[config.mk]
export PLATFORM = sky130hd
export DESIGN_NAME = yaml_string_escape_encoder
export DESIGN_NICKNAME = d
export VERILOG_FILES = /design/src/rtl/yse_pkg.sv /design/src/rtl/yaml_string_escape_encoder.sv /design/src/rtl/yse_front.sv /design/src/rtl/yse_queue.sv /design/src/rtl/yse_back.sv
export SDC_FILE = /design/constraint.sdc
export NUM_CORES = 1
export LEC_CHECK = 0
export ABC_AREA = 1
export BUFFER_PORTS_ARGS = -buffer_cell sky130_fd_sc_hd__buf_2
export CAP_MARGIN = 20
export CORE_MARGIN = 2
export CORE_UTILIZATION = 64
export CTS_CLUSTER_SIZE = 30
export DETAILED_ROUTE_END_ITERATION = 6
export PLACE_DENSITY_LB_ADDON = 0.25
export SETUP_SLACK_MARGIN = 0.15
export SKIP_CTS_REPAIR_TIMING = 1
export SLEW_MARGIN = 10
export SYNTH_ARGS = -nofsm -noshare
export SYNTH_HDL_FRONTEND = slang
export SYNTH_HIERARCHICAL = 1
export SYNTH_SLANG_ARGS = --single-unit
[constraint.sdc]
create_clock -name clk_i -period 3.19 [get_ports clk_i]
set_input_delay 0.638 -clock clk_i [delete_from_list [all_inputs] [get_ports clk_i]]
set_output_delay 0.638 -clock clk_i [all_outputs]
set_load 0.02 [all_outputs]
[src/rtl/yse_pkg.sv]
// Package: shared types, constants and byte codes for the YAML string escape encoder.
`timescale 1ns / 1ps
`default_nettype none
package yse_pkg;

  localparam logic [7:0] PrintLow    = 8'h20;
  localparam logic [7:0] PrintHigh   = 8'h7e;
  localparam logic [7:0] EscChar     = 8'h1b;
  localparam logic [3:0] NibbleMask  = 4'hf;
  localparam logic [7:0] Backslash   = 8'h5c;
  localparam logic [7:0] Quote       = 8'h22;
  localparam logic [7:0] Slash       = 8'h2f;
  localparam logic [7:0] LetterX     = 8'h78;

  localparam int unsigned QDepth = 2;
  localparam int unsigned QPtrW  = (QDepth > 1) ? $clog2(QDepth) : 1;
  localparam int unsigned QCntW  = $clog2(QDepth + 1);

  typedef enum logic [1:0] {
    KindPlain,
    KindShort,
    KindHex
  } kind_e;

  typedef struct packed {
    logic [7:0] in_byte;
    logic       end_of_string;
  } in_t;

  typedef struct packed {
    logic [7:0] out_byte;
    logic       run_last;
    logic       string_end;
  } out_t;

  // Classified item: plain byte, short-escape letter, or raw byte for hex.
  typedef struct packed {
    kind_e      kind;
    logic [7:0] data;
    logic       eos;
  } desc_t;

endpackage
`default_nettype wire

[src/rtl/yaml_string_escape_encoder.sv]
// Top level: YAML double-quoted string escape encoder.
// Usage:
//   Input queue side: drive in_data_i and raise push; a byte is transferred
//   at a clock edge with push high and full low.
//   Output queue side: while empty is low the oldest escaped byte sits on
//   out_data_o; it is transferred at an edge with pop high.
//   Each input byte yields 1, 2 or 4 output bytes; run_last marks the final
//   one and string_end copies end_of_string onto it.
// Path: an item transferred in is written to the queue; its first output byte
//   is then loaded into the output register once the output side is free.
// Throughput: one output byte per cycle while pop stays high and the queue
//   holds an item; the output sequencer is the limit.
// A two-entry queue separates classification from sequencing, so input keeps
//   flowing while a result waits to be popped.
// Reset: the queue and output register are emptied; empty goes high.
// Stall: with pop low the output byte holds; the queue fills, then full rises.
`timescale 1ns / 1ps
`default_nettype none
module yaml_string_escape_encoder (
  input  wire logic          clk_i,
  input  wire logic          rst_ni,
  input  wire logic          push,
  output logic               full,
  input  wire yse_pkg::in_t  in_data_i,
  output logic               empty,
  input  wire logic          pop,
  output yse_pkg::out_t      out_data_o
);
  import yse_pkg::*;

  logic  q_push;
  logic  q_pop;
  logic  q_full;
  logic  q_empty;
  desc_t desc;
  desc_t head;

  assign full = q_full;

  yse_front u_front (
    .push_i    (push),
    .in_data_i (in_data_i),
    .q_full_i  (q_full),
    .q_push_o  (q_push),
    .desc_o    (desc)
  );

  yse_queue u_queue (
    .clk_i   (clk_i),
    .rst_ni  (rst_ni),
    .push_i  (q_push),
    .desc_i  (desc),
    .pop_i   (q_pop),
    .full_o  (q_full),
    .empty_o (q_empty),
    .head_o  (head)
  );

  yse_back u_back (
    .clk_i      (clk_i),
    .rst_ni     (rst_ni),
    .head_i     (head),
    .q_empty_i  (q_empty),
    .q_pop_o    (q_pop),
    .pop_i      (pop),
    .empty_o    (empty),
    .out_data_o (out_data_o)
  );

`ifndef SYNTH
  a_q_state: assert property (@(posedge clk_i) disable iff (!rst_ni)
    !(q_full && q_empty))
    else $error("queue full and empty together");

  a_push_fills: assert property (@(posedge clk_i) disable iff (!rst_ni)
    (push && !full) |=> !q_empty)
    else $error("transferred item missing from queue");

  a_run_holds: assert property (@(posedge clk_i) disable iff (!rst_ni)
    (!empty && !out_data_o.run_last) |-> !q_empty)
    else $error("item left queue before its run ended");

  a_end_is_last: assert property (@(posedge clk_i) disable iff (!rst_ni)
    (!empty && out_data_o.string_end) |-> out_data_o.run_last)
    else $error("string end not on last byte of run");
`endif

endmodule
`default_nettype wire

[src/rtl/yse_front.sv]
// Front end: classifies each accepted byte into plain, short escape or hex escape.
`timescale 1ns / 1ps
`default_nettype none
module yse_front (
  input  wire logic          push_i,
  input  wire yse_pkg::in_t  in_data_i,
  input  wire logic          q_full_i,
  output logic               q_push_o,
  output yse_pkg::desc_t     desc_o
);
  import yse_pkg::*;

  logic [7:0] letter;
  logic       has_short;

  always_comb begin
    has_short = 1'b1;
    case (in_data_i.in_byte)
      8'h00:     letter = 8'h30;
      8'h07:     letter = 8'h61;
      8'h08:     letter = 8'h62;
      8'h09:     letter = 8'h74;
      8'h0a:     letter = 8'h6e;
      8'h0b:     letter = 8'h76;
      8'h0c:     letter = 8'h66;
      8'h0d:     letter = 8'h72;
      EscChar:   letter = 8'h65;
      Quote:     letter = Quote;
      Slash:     letter = Slash;
      Backslash: letter = Backslash;
      default: begin
        letter    = 8'h00;
        has_short = 1'b0;
      end
    endcase
  end

  always_comb begin
    desc_o.eos = in_data_i.end_of_string;
    if (has_short) begin
      desc_o.kind = KindShort;
      desc_o.data = letter;
    end else if (in_data_i.in_byte inside {[PrintLow:PrintHigh]}) begin
      desc_o.kind = KindPlain;
      desc_o.data = in_data_i.in_byte;
    end else begin
      desc_o.kind = KindHex;
      desc_o.data = in_data_i.in_byte;
    end
  end

  assign q_push_o = push_i && !q_full_i;

endmodule
`default_nettype wire

[src/rtl/yse_queue.sv]
// Short queue of classified items between front end and output sequencer.
`timescale 1ns / 1ps
`default_nettype none
module yse_queue (
  input  wire logic            clk_i,
  input  wire logic            rst_ni,
  input  wire logic            push_i,
  input  wire yse_pkg::desc_t  desc_i,
  input  wire logic            pop_i,
  output logic                 full_o,
  output logic                 empty_o,
  output yse_pkg::desc_t       head_o
);
  import yse_pkg::*;

  desc_t             mem_q [QDepth];
  logic [QPtrW-1:0]  wptr_q, wptr_d;
  logic [QPtrW-1:0]  rptr_q, rptr_d;
  logic [QCntW-1:0]  cnt_q, cnt_d;
  logic              do_pop;

  assign full_o  = (cnt_q == QCntW'(QDepth));
  assign empty_o = (cnt_q == '0);
  assign head_o  = mem_q[rptr_q];
  assign do_pop  = pop_i && !empty_o;

  function automatic logic [QPtrW-1:0] ptr_inc(input logic [QPtrW-1:0] p);
    return (p == QPtrW'(QDepth - 1)) ? '0 : p + 1'b1;
  endfunction

  always_comb begin
    wptr_d = push_i ? ptr_inc(wptr_q) : wptr_q;
    rptr_d = do_pop ? ptr_inc(rptr_q) : rptr_q;
    cnt_d  = cnt_q + QCntW'(push_i) - QCntW'(do_pop);
  end

  always_ff @(posedge clk_i or negedge rst_ni) begin
    if (!rst_ni) begin
      wptr_q <= '0;
      rptr_q <= '0;
      cnt_q  <= '0;
    end else begin
      wptr_q <= wptr_d;
      rptr_q <= rptr_d;
      cnt_q  <= cnt_d;
    end
  end

  always_ff @(posedge clk_i) begin
    if (push_i) begin
      mem_q[wptr_q] <= desc_i;
    end
  end

endmodule
`default_nettype wire

[src/rtl/yse_back.sv]
// Back end: walks the escape sequence of the queue head into the output register.
`timescale 1ns / 1ps
`default_nettype none
module yse_back (
  input  wire logic            clk_i,
  input  wire logic            rst_ni,
  input  wire yse_pkg::desc_t  head_i,
  input  wire logic            q_empty_i,
  output logic                 q_pop_o,
  input  wire logic            pop_i,
  output logic                 empty_o,
  output yse_pkg::out_t        out_data_o
);
  import yse_pkg::*;

  logic [1:0] idx_q, idx_d;
  logic       vld_q, vld_d;
  out_t       out_q, out_d;
  logic       advance;
  logic       last;
  logic [7:0] cur_byte;

  function automatic logic [7:0] hex_digit(input logic [3:0] v);
    logic [3:0] n;
    n = v & NibbleMask;
    return (n < 4'd10) ? (8'h30 + {4'h0, n}) : (8'h41 + {4'h0, n} - 8'd10);
  endfunction

  assign advance = !q_empty_i && (!vld_q || pop_i);

  always_comb begin
    case (idx_q)
      2'd0:    cur_byte = (head_i.kind == KindPlain) ? head_i.data : Backslash;
      2'd1:    cur_byte = (head_i.kind == KindShort) ? head_i.data : LetterX;
      2'd2:    cur_byte = hex_digit(head_i.data[7:4]);
      default: cur_byte = hex_digit(head_i.data[3:0]);
    endcase
    case (head_i.kind)
      KindPlain: last = 1'b1;
      KindShort: last = (idx_q == 2'd1);
      default:   last = (idx_q == 2'd3);
    endcase
  end

  always_comb begin
    idx_d = idx_q;
    vld_d = vld_q;
    out_d = out_q;
    if (advance) begin
      vld_d            = 1'b1;
      out_d.out_byte   = cur_byte;
      out_d.run_last   = last;
      out_d.string_end = last && head_i.eos;
      idx_d            = last ? 2'd0 : idx_q + 2'd1;
    end else if (pop_i) begin
      vld_d = 1'b0;
    end
  end

  assign q_pop_o    = advance && last;
  assign empty_o    = !vld_q;
  assign out_data_o = out_q;

  always_ff @(posedge clk_i or negedge rst_ni) begin
    if (!rst_ni) begin
      idx_q <= 2'd0;
      vld_q <= 1'b0;
    end else begin
      idx_q <= idx_d;
      vld_q <= vld_d;
    end
  end

  always_ff @(posedge clk_i) begin
    out_q <= out_d;
  end

endmodule
`default_nettype wire
==> impl_metrics.py <==
metrics = {
    "pwr": {
        "leakage_nw": 1.405,
        "powerDensity_nw_per_um2": 821.8,
        "p_seq_share_pct": 38.1,
        "peakVddDrop_uv": 486.3,
        "p_total_mw": 2.253,
        "p_comb_share_pct": 48.0,
        "clock_power_share_pct": 13.9,
        "power.internal_mw": 1.273,
        "netSwitchingFraction_pct": 43.49,
        "switching_power_mw": 0.9797,
    },
    "global_route": {
        "grt_pass1_vias": 1888,
        "top_usage_layer": "met2",
        "use_met1_pct": 27.17,
        "antenna_found_initial": 0,
        "grt_pass1_wl_mm": 7.831,
        "grt_util_met2_pct": 40.63,
        "grt_usage_pct": 23.60,
        "grt_max_degree": 16,
        "use_met3_pct": 4.899,
        "overflow": 0,
    },
    "route": {
        "vias": 2050,
        "first_pass_iters": 4,
        "wl_mm": 4.640,
        "drt-initial-drc-count": 176,
        "wl_per_cell_um": 11.90,
        "vias_per_cell": 5.256,
        "postRouteAntennaNets": 0,
        "drc": 0,
    },
    "die": {
        "num_io_pins": 25,
        "die_height_um": 66.58,
        "num_rows": 22,
        "die_area_um2": 4432,
        "coreArea_um2": 3716,
        "die_w_um": 66.58,
        "initial_core_util_pct": 67.44,
    },
    "logic_synthesis": {
        "synth_area_um2": 2506,
        "synth_top_cell_by_area": "edfxtp_1",
        "synth_seq_cells": 39,
        "synth_compound_area_share_pct": 5.642,
        "synth-seq-area-share_pct": 45.33,
        "synth_mux_area_share_pct": 0,
        "yosys_warnings": 6,
        "ys.flop_type": "edfxtp_1",
        "synthTopCellsByArea": "edfxtp_1 38%, nand2_1 16%, dfrtp_1 7.0%",
        "synth.distinct_cells": 30,
        "synth_top_area_share_pct": 38.34,
        "synthXorXnorAreaFrac_pct": 0.3495,
        "synth_most_common_cell": "nand2_1",
        "synthAdderAreaFrac_pct": 3.994,
        "async_reset_ff_share_pct": 17.95,
        "synthesis.nets": 335,
        "synth_edf_count": 32,
        "synth_area_per_cell_um2": 7.981,
        "yosys-top-cells-count": "104 x nand2_1, 36 x inv_1, 36 x nor2_1",
        "synth_top_family_by_area": "simple AND/OR/NAND/NOR gates",
        "yosys.area_share.simple_pct": 36.65,
        "synth_cells": 314,
    },
    "placed_design": {
        "place_hpwl_mm": 3.760,
        "dp_cells": 382,
        "dpl_cell_area_um2": 2656,
        "pre_cts_ws_ns": 0.8909,
        "port_buffers": 24,
        "globalplace.congestion": 0.9149,
    },
    "setup_path": {
        "start_kind": "flip-flop",
        "critical_path_class": "flip-flop to flip-flop",
        "cp.arrival_ns": 2.49,
        "cp_data_required_time_ns": 3.37,
        "critPathCaptureType": "flip-flop",
        "crit_fanout": 13,
    },
    "timing": {
        "finalHoldViolCount": 0,
        "rsz0062_at_grt": "no",
        "fin_crit_sh_pct": 72.51,
        "max_slew_margin_pct": 40.29,
        "whs_ns": 0.1643,
        "setup_viol": 0,
        "max_freq_ghz": 0.4323,
        "fin_ws_ns": 0.8771,
        "fin_tns_setup_ns": 0,
        "tightest_slew_ns": 0.8923,
        "clock_skew_ns": 0.007825,
        "period_minus_slack_ns": 2.313,
        "report.final.slew_viol_count": 0,
    },
    "clocking": {
        "clockRootBuffer": "clkbuf_8",
        "cts_sinks": 39,
        "worstSkewPairLatency_ns": 0.29,
        "clk_pin_slew_ns": 0.07,
        "ctsLongestPathBuffers": 2,
        "cts_tree": "done",
        "htreeDepth": 2,
        "cts_buffers": 5,
    },
    "status": {
        "status": "finished, final reports clean",
    },
    "finish": {
        "num_antenna_cells": 0,
        "fillCellCount": 292,
        "layout-drive-gt1-share_pct": 19.30,
        "fin_cells": 390,
        "fin_util_pct": 73.77,
        "syn2layout_area_growth_pct": 9.386,
        "final_area_um2": 2741,
        "fin_nets": 362,
    },
    "hold_path": {
        "hp-class": "primary input to asynchronous set/reset pin",
    },
    "job": {
        "max_cap_violations": 0,
    },
}
==> final cells by class <==
class,count,area (µm²),share of cell area (%)
Sequential cell,39,1136,41.44
Clock buffer,6,72.57,2.647
Inverter,43,163.9,5.979
Timing Repair Buffer,25,127.6,4.655
Tap cell,48,60.06,2.191
Multi-Input combinational cell,227,1169,42.63
Clock inverter,2,12.51,0.4564
==> sequential cells by signal, summed over array words and instances (netlist names) <==
register and flops:
u_back/idx_q 2, u_back/out_data_o 10, u_back/vld_q 1, u_queue/cnt_q 2, u_queue/mem_q 22, u_queue/rptr_q 1
u_queue/wptr_q 1
==> layer usage <==
layer  up-vias  share of wire [%]
li1       1057                  -
met1       920                 42
met2        58                 50
met3        15                4.1
met4         0                3.5
met5         -                  0
==> power by group through the flow <==
| stage | Clock [mW] | Combinational, mW | Sequential, mW |
|---|---|---|---|
| floorplan | 0 | 0.749 | 0.933 |
| global placement | 0 | 1.04 | 0.861 |
| detailed placement | 0 | 1.08 | 0.870 |
| CTS | 0.324 | 1.08 | 0.859 |
| global route | 0.340 | 1.24 | 0.873 |
| finish | 0.314 | 1.08 | 0.857 |
==> cell usage in the layout, fill, tap and decap left out, types with 2 or more instances in the layout <==
cell type    n
o21ai_0     12
nor2_8       3
nand2_1    104
nor2_2       5
dfrtp_1      7
nor3_1       5
inv_2        6
clkbuf_8     5
inv_1       36
nand2_2      9
edfxtp_1    32
buf_2       24
nand2_4      5
o21ai_2      2
nand3_1     16
o21ai_1      2
nor2_1      36
ha_1         8
a21oi_1      4
nand4_1      8
==> cell families after synthesis <==
kind of cell             Yosys count
AO/OA/AOI/OAI                     24
flip-flops                        39
XOR/XNOR                           1
buffers and inverters             48
adder cells (fa/ha/maj)            8
AND/OR/NAND/NOR                  194
==> worst max-delay path: stages, from the launching register on <==
cell and delay, ns:
dfrtp_1 0.57, inv_2 0.18, nand2_1 0.09, nand2_1 0.07, inv_1 0.10, nand2_1 0.10
o22ai_2 0.19, nor2_1 0.09, nand2_1 0.11, inv_1 0.07, ha_1 0.28, inv_1 0.04
ha_1 0.18, nand3_1 0.08, nand2_1 0.05
==> worst paths after layout <==
kind | start | endpoint | slack (ns) | cells after the start
setup / recovery | u_queue/rptr_q$_DFFE_PN0P_ | u_queue/cnt_q[1]$_DFF_PN0_ | 0.88 | 14
hold / removal | rst_ni | u_back/idx_q[1]$_DFFE_PN0P_ | 0.16 | 1
setup reg to reg | u_queue/rptr_q$_DFFE_PN0P_ | u_queue/cnt_q[1]$_DFF_PN0_ | 0.88 | 14
hold reg to reg | u_queue/wptr_q$_DFFE_PN0P_ | u_queue/wptr_q$_DFFE_PN0P_ | 0.51 | 1
max in group asynchronous | rst_ni | u_queue/rptr_q$_DFFE_PN0P_ | 2.87 | 1
min in group clk_i | u_queue/wptr_q$_DFFE_PN0P_ | u_queue/wptr_q$_DFFE_PN0P_ | 0.51 | 1
Power figures use the tool's default switching activity.
